===== src/hdl/rrr_pkg.sv =====
// ----------------------------------------------------------------------------
// rrr_pkg
// Shared constants and types for the rounded rational rescale core.
// ----------------------------------------------------------------------------
`default_nettype none

package rrr_pkg;

    localparam int VALUE_BITS_DEF      = 32;
    localparam int COVERAGE_LEVELS_DEF = 4;
    localparam int QUOT_BITS           = 8;
    localparam int FIFO_DEPTH          = 4;

    localparam logic       CMD_RESCALE  = 1'b0;
    localparam logic       CMD_COVERAGE = 1'b1;

    localparam logic [1:0] MODE_NEAREST      = 2'd0;
    localparam logic [1:0] MODE_AT_LEAST_ONE = 2'd1;
    localparam logic [1:0] MODE_CEIL         = 2'd2;
    localparam logic [1:0] MODE_UNUSED       = 2'd3;

    typedef struct packed {
        logic bad;
        logic raise;
    } flags_t;

endpackage

`default_nettype wire


===== src/hdl/rrr_front.sv =====
// ----------------------------------------------------------------------------
// rrr_front
// Accepts items, classifies them and forms dividend and divisor.
// ----------------------------------------------------------------------------
`default_nettype none

module rrr_front #(
    parameter int VALUE_BITS      = rrr_pkg::VALUE_BITS_DEF,
    parameter int COVERAGE_LEVELS = rrr_pkg::COVERAGE_LEVELS_DEF
) (
    input  wire logic                    aclk,
    input  wire logic                    aresetn,
    input  wire logic                    s_tvalid,
    output logic                         s_tready,
    input  wire logic [71:0]             s_tdata,
    input  wire logic [2:0]              s_tuser,
    output logic                         f_valid,
    input  wire logic                    f_ready,
    output rrr_pkg::flags_t              f_flags,
    output logic [VALUE_BITS+9:0]        f_num,
    output logic [VALUE_BITS:0]          f_den
);

    localparam int NW = VALUE_BITS + 10;

    logic [VALUE_BITS-1:0] num;
    logic [VALUE_BITS-1:0] den;
    logic [7:0]            top;
    logic                  cmd;
    logic [1:0]            mode;
    logic                  ceil_mode;
    logic [7:0]            tgt;
    logic [8:0]            mult;
    logic [VALUE_BITS+8:0] prod;
    logic [VALUE_BITS-1:0] addend;
    rrr_pkg::flags_t       flags;
    logic [NW-1:0]         num_calc;
    logic [VALUE_BITS:0]   den_calc;

    logic                  valid_reg;
    rrr_pkg::flags_t       flags_reg;
    logic [NW-1:0]         num_reg;
    logic [VALUE_BITS:0]   den_reg;

    always_comb begin
        num       = s_tdata[VALUE_BITS-1:0];
        den       = s_tdata[32 +: VALUE_BITS];
        top       = s_tdata[71:64];
        cmd       = s_tuser[0];
        mode      = s_tuser[2:1];
        ceil_mode = (cmd == rrr_pkg::CMD_COVERAGE) && (mode == rrr_pkg::MODE_CEIL);
        tgt       = (cmd == rrr_pkg::CMD_COVERAGE) ? 8'(COVERAGE_LEVELS) : top;
        mult      = ceil_mode ? {1'b0, tgt} : {tgt, 1'b0};
        prod      = (VALUE_BITS+9)'(num) * (VALUE_BITS+9)'(mult);
        addend    = ceil_mode ? (den - VALUE_BITS'(1)) : den;
        num_calc  = NW'(prod) + NW'(addend);
        den_calc  = ceil_mode ? {1'b0, den} : {den, 1'b0};
        flags.bad = (den == '0) || (num > den)
                  || ((cmd == rrr_pkg::CMD_RESCALE) && (top == 8'd0))
                  || ((cmd == rrr_pkg::CMD_COVERAGE) && (mode == rrr_pkg::MODE_UNUSED));
        flags.raise = (cmd == rrr_pkg::CMD_COVERAGE) && (mode == rrr_pkg::MODE_AT_LEAST_ONE)
                    && (num != '0);
    end

    assign s_tready = !valid_reg || f_ready;

    always_ff @(posedge aclk) begin
        if (!aresetn) begin
            valid_reg <= 1'b0;
        end else if (s_tready) begin
            valid_reg <= s_tvalid;
        end
        if (s_tready && s_tvalid) begin
            flags_reg <= flags;
            num_reg   <= num_calc;
            den_reg   <= den_calc;
        end
    end

    assign f_valid = valid_reg;
    assign f_flags = flags_reg;
    assign f_num   = num_reg;
    assign f_den   = den_reg;

endmodule

`default_nettype wire


===== src/hdl/rrr_fifo.sv =====
// ----------------------------------------------------------------------------
// rrr_fifo
// Short queue between the front and the divider.
// ----------------------------------------------------------------------------
`default_nettype none

module rrr_fifo #(
    parameter int WIDTH = 8
) (
    input  wire logic             aclk,
    input  wire logic             aresetn,
    input  wire logic             push_valid,
    output logic                  push_ready,
    input  wire logic [WIDTH-1:0] push_data,
    output logic                  pop_valid,
    input  wire logic             pop_ready,
    output logic [WIDTH-1:0]      pop_data
);

    localparam int DEPTH = rrr_pkg::FIFO_DEPTH;
    localparam int PW    = $clog2(DEPTH);
    localparam int CW    = $clog2(DEPTH + 1);

    logic [WIDTH-1:0] mem_reg [DEPTH];
    logic [PW-1:0]    wr_ptr_reg;
    logic [PW-1:0]    rd_ptr_reg;
    logic [CW-1:0]    count_reg;
    logic             push;
    logic             pop;

    assign push_ready = (count_reg != CW'(DEPTH));
    assign pop_valid  = (count_reg != '0);
    assign pop_data   = mem_reg[rd_ptr_reg];
    assign push       = push_valid && push_ready;
    assign pop        = pop_valid && pop_ready;

    always_ff @(posedge aclk) begin
        if (!aresetn) begin
            wr_ptr_reg <= '0;
            rd_ptr_reg <= '0;
            count_reg  <= '0;
        end else begin
            if (push) begin
                wr_ptr_reg <= (wr_ptr_reg == PW'(DEPTH - 1)) ? '0 : wr_ptr_reg + PW'(1);
            end
            if (pop) begin
                rd_ptr_reg <= (rd_ptr_reg == PW'(DEPTH - 1)) ? '0 : rd_ptr_reg + PW'(1);
            end
            if (push && !pop) begin
                count_reg <= count_reg + CW'(1);
            end else if (pop && !push) begin
                count_reg <= count_reg - CW'(1);
            end
        end
        if (push) begin
            mem_reg[wr_ptr_reg] <= push_data;
        end
    end

endmodule

`default_nettype wire


===== src/hdl/rrr_divider.sv =====
// ----------------------------------------------------------------------------
// rrr_divider
// Restoring divider, one quotient bit per stage, with final result fixup.
// ----------------------------------------------------------------------------
`default_nettype none

module rrr_divider #(
    parameter int VALUE_BITS = rrr_pkg::VALUE_BITS_DEF
) (
    input  wire logic                    aclk,
    input  wire logic                    aresetn,
    input  wire logic                    in_valid,
    output logic                         in_ready,
    input  wire rrr_pkg::flags_t         in_flags,
    input  wire logic [VALUE_BITS+9:0]   in_num,
    input  wire logic [VALUE_BITS:0]     in_den,
    output logic                         m_tvalid,
    input  wire logic                    m_tready,
    output logic [7:0]                   m_tdata,
    output logic                         m_tuser
);

    localparam int NW = VALUE_BITS + 10;
    localparam int QB = rrr_pkg::QUOT_BITS;

    logic                  v_reg  [QB];
    rrr_pkg::flags_t       fl_reg [QB];
    logic [NW-1:0]         r_reg  [QB];
    logic [VALUE_BITS:0]   d_reg  [QB];
    logic [QB-1:0]         q_reg  [QB];
    logic                  advance;
    logic [QB-1:0]         q_last;

    assign advance  = !v_reg[QB-1] || m_tready;
    assign in_ready = advance;

    for (genvar i = 0; i < QB; i++) begin : g_stage
        logic                v_prev;
        rrr_pkg::flags_t     fl_prev;
        logic [NW-1:0]       r_prev;
        logic [VALUE_BITS:0] d_prev;
        logic [QB-1:0]       q_prev;
        logic [NW-1:0]       trial;
        logic                ge;

        if (i == 0) begin : g_first
            assign v_prev  = in_valid;
            assign fl_prev = in_flags;
            assign r_prev  = in_num;
            assign d_prev  = in_den;
            assign q_prev  = '0;
        end else begin : g_next
            assign v_prev  = v_reg[i-1];
            assign fl_prev = fl_reg[i-1];
            assign r_prev  = r_reg[i-1];
            assign d_prev  = d_reg[i-1];
            assign q_prev  = q_reg[i-1];
        end

        assign trial = NW'(d_prev) << (QB - 1 - i);
        assign ge    = (r_prev >= trial);

        always_ff @(posedge aclk) begin
            if (!aresetn) begin
                v_reg[i] <= 1'b0;
            end else if (advance) begin
                v_reg[i] <= v_prev;
            end
            if (advance) begin
                fl_reg[i] <= fl_prev;
                r_reg[i]  <= ge ? (r_prev - trial) : r_prev;
                d_reg[i]  <= d_prev;
                q_reg[i]  <= {q_prev[QB-2:0], ge};
            end
        end
    end

    assign q_last   = q_reg[QB-1];
    assign m_tvalid = v_reg[QB-1];
    assign m_tuser  = fl_reg[QB-1].bad;

    always_comb begin
        if (fl_reg[QB-1].bad) begin
            m_tdata = 8'd0;
        end else if (fl_reg[QB-1].raise && (q_last == '0)) begin
            m_tdata = 8'd1;
        end else begin
            m_tdata = 8'(q_last);
        end
    end

endmodule

`default_nettype wire


===== src/hdl/rounded_rational_rescale_core.sv =====
// ----------------------------------------------------------------------------
// rounded_rational_rescale_core
// Maps value/denominator onto 0..target_max (rescale) or onto
// 0..COVERAGE_LEVELS (coverage) with round-half-up, round-up-to-one or
// ceiling, flagging a zero denominator, a value above the denominator, a zero
// target_max and the unused coverage mode. One item per cycle is accepted
// while the output is taken; each result passes through one front register,
// one queue entry and eight restoring divider stages that each produce one
// quotient bit. A four-entry queue lets the front keep accepting while the
// result side is stalled.
// ----------------------------------------------------------------------------
`default_nettype none

module rounded_rational_rescale_core #(
    parameter int VALUE_BITS      = rrr_pkg::VALUE_BITS_DEF,
    parameter int COVERAGE_LEVELS = rrr_pkg::COVERAGE_LEVELS_DEF
) (
    input  wire logic        aclk,
    input  wire logic        aresetn,
    input  wire logic        s_tvalid,
    output logic             s_tready,
    input  wire logic [71:0] s_tdata,   // value[31:0], denominator[63:32], target_max[71:64]
    input  wire logic [2:0]  s_tuser,   // cmd[0], coverage_mode[2:1]
    output logic             m_tvalid,
    input  wire logic        m_tready,
    output logic [7:0]       m_tdata,   // result[7:0]
    output logic             m_tuser    // error[0]
);

    localparam int NW = VALUE_BITS + 10;
    localparam int DW = VALUE_BITS + 1;
    localparam int QW = 2 + NW + DW;

    logic            f_valid;
    logic            f_ready;
    rrr_pkg::flags_t f_flags;
    logic [NW-1:0]   f_num;
    logic [DW-1:0]   f_den;
    logic            q_valid;
    logic            q_ready;
    logic [QW-1:0]   q_data;
    rrr_pkg::flags_t q_flags;

    rrr_front #(
        .VALUE_BITS      (VALUE_BITS),
        .COVERAGE_LEVELS (COVERAGE_LEVELS)
    ) u_front (
        .aclk     (aclk),
        .aresetn  (aresetn),
        .s_tvalid (s_tvalid),
        .s_tready (s_tready),
        .s_tdata  (s_tdata),
        .s_tuser  (s_tuser),
        .f_valid  (f_valid),
        .f_ready  (f_ready),
        .f_flags  (f_flags),
        .f_num    (f_num),
        .f_den    (f_den)
    );

    rrr_fifo #(
        .WIDTH (QW)
    ) u_fifo (
        .aclk       (aclk),
        .aresetn    (aresetn),
        .push_valid (f_valid),
        .push_ready (f_ready),
        .push_data  ({f_flags, f_num, f_den}),
        .pop_valid  (q_valid),
        .pop_ready  (q_ready),
        .pop_data   (q_data)
    );

    assign q_flags = q_data[QW-1 -: 2];

    rrr_divider #(
        .VALUE_BITS (VALUE_BITS)
    ) u_divider (
        .aclk     (aclk),
        .aresetn  (aresetn),
        .in_valid (q_valid),
        .in_ready (q_ready),
        .in_flags (q_flags),
        .in_num   (q_data[DW +: NW]),
        .in_den   (q_data[DW-1:0]),
        .m_tvalid (m_tvalid),
        .m_tready (m_tready),
        .m_tdata  (m_tdata),
        .m_tuser  (m_tuser)
    );

endmodule

`default_nettype wire


===== config.mk =====
export PLATFORM = sky130hd
export DESIGN_NAME = rounded_rational_rescale_core
export DESIGN_NICKNAME = d
export VERILOG_FILES = /design/src/hdl/rrr_pkg.sv /design/src/hdl/rrr_front.sv /design/src/hdl/rrr_fifo.sv /design/src/hdl/rrr_divider.sv /design/src/hdl/rounded_rational_rescale_core.sv
export SDC_FILE = /design/constraint.sdc
export NUM_CORES = 2
export LEC_CHECK = 0
export ABC_CLOCK_PERIOD_IN_PS = 22300
export BUFFER_PORTS_ARGS = -buffer_cell sky130_fd_sc_hd__buf_2
export CAP_MARGIN = 20
export CORE_UTILIZATION = 52
export DETAILED_ROUTE_END_ITERATION = 10
export PLACE_DENSITY = 0.7
export SLEW_MARGIN = 20
export SYNTH_ARGS = -nofsm -noshare
export SYNTH_HDL_FRONTEND = slang
export SYNTH_SLANG_ARGS = --single-unit

===== constraint.sdc =====
create_clock -name aclk -period 22.3 [get_ports aclk]
set_input_delay 2.23 -clock aclk [delete_from_list [all_inputs] [get_ports aclk]]
set_output_delay 2.23 -clock aclk [all_outputs]
set_load 0.02 [all_outputs]

# Yosys cells after proc, flatten, opt, wreduce, memory -nomap -nowiden
# Memory sizes are Yosys's and may differ from the RTL's. A register that Yosys moved wholly into a read port is not among the register bits.
# Index checks and enable logic that the tools add are counted.
[totals]
memories = 6
out_inout_bits = 11
ramBits = 996
ff_bits = 85
input_bits = 79
word_cells = 116
[mem_list]
columns = ["name", "words", "width", "rd", "rd_ports_with_merged_regs", "write_ports", "line_no", "rtl"]
rows = [
  ["u_divider.r_reg", 8, 42, 7, 0, 8, "rrr_divider.sv:28", "logic [NW-1:0] r_reg [QB];"],
  ["u_fifo.mem_reg", 4, 77, 1, 1, 1, "rrr_fifo.sv:24", "logic [WIDTH-1:0] mem_reg [DEPTH];"],
  ["u_divider.d_reg", 8, 33, 7, 0, 8, "rrr_divider.sv:29", "logic [VALUE_BITS:0] d_reg [QB];"],
  ["u_divider.q_reg", 8, 8, 8, 0, 8, "rrr_divider.sv:30", "logic [QB-1:0] q_reg [QB];"],
  ["u_divider.fl_reg", 8, 2, 8, 0, 8, "rrr_divider.sv:27", "rrr_pkg::flags_t fl_reg [QB];"],
  ["u_divider.v_reg", 8, 1, 8, 0, 8, "rrr_divider.sv:26", "logic v_reg [QB];"],
]
[classes]
addsub = 14
magnitude_cmp = 9
n_eq_ne = 6
mul = 1
bitwise = 9
n_reduce_logical = 26
muxes = 35
[ops]
columns = ["operator", "n"]
rows = [
  ["$mux W42", 8],
  ["$mux W32", 2],
  ["$add A41 B32 Y42", 1],
  ["$ge A42 B33 Y1", 1],
  ["$ge A42 B34 Y1", 1],
  ["$ge A42 B35 Y1", 1],
  ["$ge A42 B36 Y1", 1],
  ["$ge A42 B37 Y1", 1],
  ["$ge A42 B38 Y1", 1],
  ["$ge A42 B39 Y1", 1],
  ["$ge A42 B40 Y1", 1],
  ["$sub A42 B33 Y42", 1],
  ["$sub A42 B34 Y42", 1],
  ["$sub A42 B35 Y42", 1],
  ["$sub A42 B36 Y42", 1],
  ["$sub A42 B37 Y42", 1],
  ["$sub A42 B38 Y42", 1],
  ["$sub A42 B39 Y42", 1],
  ["$sub A42 B40 Y42", 1],
  ["$mul A32 B9 Y41", 1],
  ["$gt A32 B32 Y1", 1],
  ["$logic_not A32 Y1", 1],
  ["$reduce_bool A32 Y1", 1],
  ["$sub A32 B1 Y32 const B", 1],
  ["other kinds (19)", 68],
]

# Longest topological paths before layout
# An unclocked memory read counts as a cell.
[depth]
word_depth = 7
depth_mapped = 24
depth_no_buf = 23

# By module
# Synthesis repeated with hierarchy kept, for this count alone.
[hier_totals]
cells_unflattened = 5157
hier_area_um2 = 60128.9
[modules_own_cells]
columns = ["module", "seq_area_each_um2", "area_each_um2", "instances", "cells_per_inst"]
rows = [
  ["rrr_divider", 17556.8, 34852.2, 1, 3312],
  ["rrr_front", 2332.2, 13691.9, 1, 1391],
  ["rrr_fifo", 9429.0, 11584.9, 1, 454],
]

# Least setup slack after synthesis
# OpenSTA, ideal clock, no wires.
[synth_timing]
path_type = "in2reg"
start = "input m_tready"
end = "register u_fifo.count_reg[2]"
path_buffers = 1
setup_ns = 0.076
stages = 10
t_arrival_ns = 20.608
required_time_ns = 22.224
slack_ns = 1.617
path_cell_list = "nand2b_1 clkbuf_1 o31a_1 inv_1 ha_1 inv_1 fa_1 xor2_1 or3_1 a21boi_0"
[synth_via]
elab_chain_cells = 5
word_cells_on_any_way = 7
classes_between = "1 x mux; 6 x reduce/logical"
[synth_lines]
columns = ["element", "line_no", "rtl"]
rows = [
  ["from (decl)", "rounded_rational_rescale_core.sv:25", "input wire logic m_tready,"],
  ["$logic_or A1 B1 Y1 *", "rrr_divider.sv:34", "assign advance = !v_reg[QB-1] || m_tready;"],
  ["$logic_and A1 B1 Y1 *", "rrr_fifo.sv:35", "assign pop = pop_valid && pop_ready;"],
  ["$logic_not A1 Y1", "rrr_fifo.sv:49", "if (push && !pop) begin"],
  ["$logic_and A1 B1 Y1", "rrr_fifo.sv:49", ""],
  ["$mux W3 or $reduce_bool A2 Y1 (tied branches)", "-", ""],
  ["to (signal assigned)", "rrr_fifo.sv:50", "count_reg <= count_reg + CW'(1);"],
  ["to (signal assigned)", "rrr_fifo.sv:52", "count_reg <= count_reg - CW'(1);"],
  ["to (decl)", "rrr_fifo.sv:27", "logic [CW-1:0] count_reg;"],
]
# Mark *: on every way between the ends. The rest lies on a longest branch, timed or not.
# A chain may end at the register's enable or synchronous reset.

# Worst setup path after layout
[layout_timing]
start = "input s_tuser[0]"
end = "register u_front.num_reg[38], in the netlist u_front.f_num[38] (data pin)"
[layout_via]
elab_chain_cells = 4
word_cells_on_any_way = 6
classes_between = "1 x add/sub; 1 x mul; 3 x mux; 1 x reduce/logical"
[layout_lines]
columns = ["element", "line_no", "rtl"]
rows = [
  ["from (decl)", "rounded_rational_rescale_core.sv:23", "input wire logic [2:0] s_tuser,"],
  ["$mux W8 or $logic_and A1 B1 Y1 (tied branches)", "rrr_front.sv:52, rrr_front.sv:51", ""],
  ["$mux W9", "rrr_front.sv:53", "mult = ceil_mode ? {1'b0, tgt} : {tgt, 1'b0};"],
  ["$mul A32 B9 Y41", "rrr_front.sv:54", "prod = (VALUE_BITS+9)'(num) * (VALUE_BITS+9)'(mult);"],
  ["$add A41 B32 Y42 *", "rrr_front.sv:56", "num_calc = NW'(prod) + NW'(addend);"],
  ["net u_front.num_calc[38]", "rrr_front.sv:37", "logic [NW-1:0] num_calc;"],
  ["to (signal assigned)", "rrr_front.sv:75", "num_reg <= num_calc;"],
  ["to (decl)", "rrr_front.sv:42", "logic [NW-1:0] num_reg;"],
]
# The timed path passes the listed nets; every way through them passes the cells marked *.

==> metrics.md <==
| Metric | Value |
|---|---|
| Post-CTS Hold Buffers | `0` |
| Most common cell after layout, fill and taps aside | `edfxtp_1` |
| TNS Setup | `0 ns` |
| Drt pass-1 iters | `6` |
| Vias per inst | `5.59` |
| Fillcell total | `9409` |
| DIE HEIGHT | `343 um` |
| ANT cells | `0` |
| Row Count | `124` |
| Port bufs | `89` |
| Vias in the first global route | `39458` |
| Max FO, Critical Path | `63` |
| Initial antenna violation count | `5` |
| Post-CTS resize count | `0` |
| Crit path top cell by count | `fa_1` |
| Detail Route Antenna Nets | `0` |
| Clk slew on worst S/H paths | `0.06 ns` |
| Hold Path Origin | `u_divider.q_reg[1][22]$_DFFE_PN_` |
| Synth top area share | `0.482` |
| Final Max Tran Viols | `0` |
| Gpl congestion | `0.890` |
| R2r setup slk | `16.29 ns` |
| Final Skew | `0.0538 ns` |
| Async SR Flop Fraction | `0` |
| Post-synthesis sequential area ratio | `0.486` |
| Critical Path AT | `9.17 ns` |
| TritonCTS Sinks | `980` |
| Chip width | `343 um` |
| Final setup viols | `0` |
| Warning count from the yosys run | `0` |
| Dominant cells by area after synthesis | `edfxtp_1 (48%), fa_1 (8.2%), ha_1 (7.9%)` |
| Post-synth EDFFs | `969` |
| Routed via count | `38544` |
| Max reg flops | `308` |
| Worst r2r dst | `u_divider.r_reg[0][41]$_DFFE_PN_` |
| Maximum level of the CTS H-tree | `3` |
| Most used DFF post-synth | `edfxtp_1` |
| Num ports | `90` |
| Longest Clk Path Bufs | `3` |
| RSZ-0062 raised after global routing | `no` |
| Clock Latency Late Sink | `0.69 ns` |
| 1st-iter DRT viols | `2197` |
| Final hold viol count | `0` |
| CTS tree | `built` |
| FF+latch area | `0.0293 sq mm` |
| Share of layout cells above drive strength 1 | `0.0845` |
| Grt total ovfl | `0` |
| Required time of the critical path | `22.72 ns` |
| Largest net degree at the start of global routing | `165` |
| Max cap viols | `0` |
| Worst r2r path cells | `14` |
| Drt drc | `0` |
| Mapped Cells | `5205` |
| Worst hold path class | `reg2reg` |
| Mean Syn Cell Area | `11.6 sq um` |
| Worst Hold End | `u_divider.q_reg[1][31]$_DFFE_PN_` |
| Worst setup SP type | `primary input` |
| Count of different cell masters after synthesis | `98` |
| Worst stage delay on the critical path | `0.63 ns` |
| Crit. End Element | `register` |
| Die Area | `0.117 sq mm` |
| DRT Wirelength | `127 mm` |
| Cell taking the most area after synthesis | `edfxtp_1` |
| Critical path class | `in2reg` |
| First-pass GRT wire length | `204 mm` |
| Hold Path Cell Cnt | `0` |
| Post-CTS setup buffers | `0` |
| CTS Root Cell | `clkbuf_16` |
| Detailed placement HPWL | `96.6 mm` |
| Number of synthesized register bits | `980` |
| Area of the multi-input gates | `0.0283 sq mm` |
| Core Box Area | `0.115 sq mm` |
| Achievable frequency | `0.114 GHz` |
| Status | `complete, no violations` |
| Area grow syn2layout | `9.22%` |
| CP max-delay cell | `o311ai_0` |
| Cell Chain, Critical Path | `buf_2 > and3b_2 > buf_4 > nor2_1 > buf_4 > and2_1 > fa_1 > fa_1 > fa_1 > fa_1 > inv_1 > fa_1 > inv_1 > ha_1 > nand4_1 > nor4b_1 > o21ai_1 > o311ai_0 > a21o_1 > nand3_1 > a311o_1 > xnor2_1` |
| Most frequent cells in the layout | `edfxtp_1 (969), inv_1 (588), nand2_1 (401)` |
| Tcrit/Tclk final | `0.392` |
| Final critical-path required period | `8.75 ns` |
| GR Util All Layers | `0.219` |
| Num CTS Buffers | `98` |
| Rel. slew slack | `0.292` |
| Starting Density | `0.526` |
| Wire per inst | `18.5 um` |
| Post-Syn Area | `0.0603 sq mm` |
| Nets@finish | `6015` |
| Worst-margin pin slew | `1.05 ns` |
[metrics by stage]
step | setup slack (ns) | instance area [sq um] | std cells | util | hold slack (ns)
2_1_floorplan | 1.62 | 60400 | 5235 | - | 0.400
3_3_place_gp | 12.88 | 62500 | 6718 | 0.545 | 0.402
3_5_place_dp | 12.76 | 62500 | 6718 | 0.545 | 0.405
4_1_cts | 13.50 | 65900 | 6898 | 0.575 | 0.414
5_1_grt | 13.18 | 65900 | 6898 | 0.575 | 0.418
6_report | 13.55 | 65900 | 6898 | 0.575 | 0.412
[how the worst max path moves through the flow]
stage | endpoint | from | cells after the start
after floorplan | u_fifo.count_reg[2]$_SDFFE_PN0P_ | m_tready | 10
after global placement | u_front.f_num[38]$_DFFE_PP_ | s_tuser[0] | 22
after detailed placement | u_front.f_num[38]$_DFFE_PP_ | s_tuser[0] | 22
after CTS | u_front.f_num[38]$_DFFE_PP_ | s_tuser[0] | 22
after global routing | u_front.f_num[38]$_DFFE_PP_ | s_tuser[0] | 22
final | u_front.f_num[38]$_DFFE_PP_ | s_tuser[0] | 22
[cell usage after synthesis, types with 11 or more instances]
library cell / instances
inv_1: 588
edfxtp_1: 969
and2_1: 187
o21ai_0: 277
buf_2: 25
fa_1: 248
o211ai_1: 23
nand4_1: 59
clkbuf_1: 93
or3_1: 18
xnor2_1: 184
a31oi_1: 31
o31ai_1: 19
o31a_1: 12
buf_1: 17
nand3_1: 68
mux2_2: 41
nor4_1: 36
dfxtp_1: 11
nand2_1: 402
a21boi_0: 20
nor3_1: 67
nor2_1: 271
a21oi_1: 355
nand2b_1: 38
ha_1: 382
a211oi_1: 31
and3_1: 32
o21a_1: 53
xor2_1: 101
o21bai_1: 44
mux4_2: 77
a21o_1: 151
nor2b_1: 53
[per-layer routing]
layer  global-route usage  share of wire  up-vias
li1                     -              -    18832
met1                0.258           0.41    18574
met2                0.396           0.50      853
met3               0.0225          0.036      275
met4                0.114          0.052       10
met5                    0        0.00042        -
[critical path: cells and delay by family]
kind | cells | cell delay [ns]
buffers and inverters | 5 | 1.06
XOR/XNOR | 1 | 0.14
adder cells (fa/ha/maj) | 6 | 2.90
AO/OA/AOI/OAI | 4 | 1.47
AND/OR/NAND/NOR | 6 | 1.34
[final cells by class]
cell class,count,area share
tap,1512,0.0287
clock inverter,66,0.0129
sequential,980,0.445
multi-input combinational,3515,0.430
timing repair buffer,121,0.0106
inverter,590,0.0336
clock buffer,114,0.0389
[cells by family (layout without fill, tap and decap cells)]
kind of cell,after synthesis,count (layout),synth area share
compound gates,1137,1137,0.118
flops,980,980,0.486
buf+inv,740,891,0.0478
simple gates,1305,1305,0.107
fa+ha+maj,630,630,0.162
other cells,2,32,0.000124
xor+xnor,285,285,0.0414
mux,126,126,0.0377
Power is left out: the tool's default activity adds up to more than one toggle a clock period on the data nets, which glitch-free logic cannot reach.
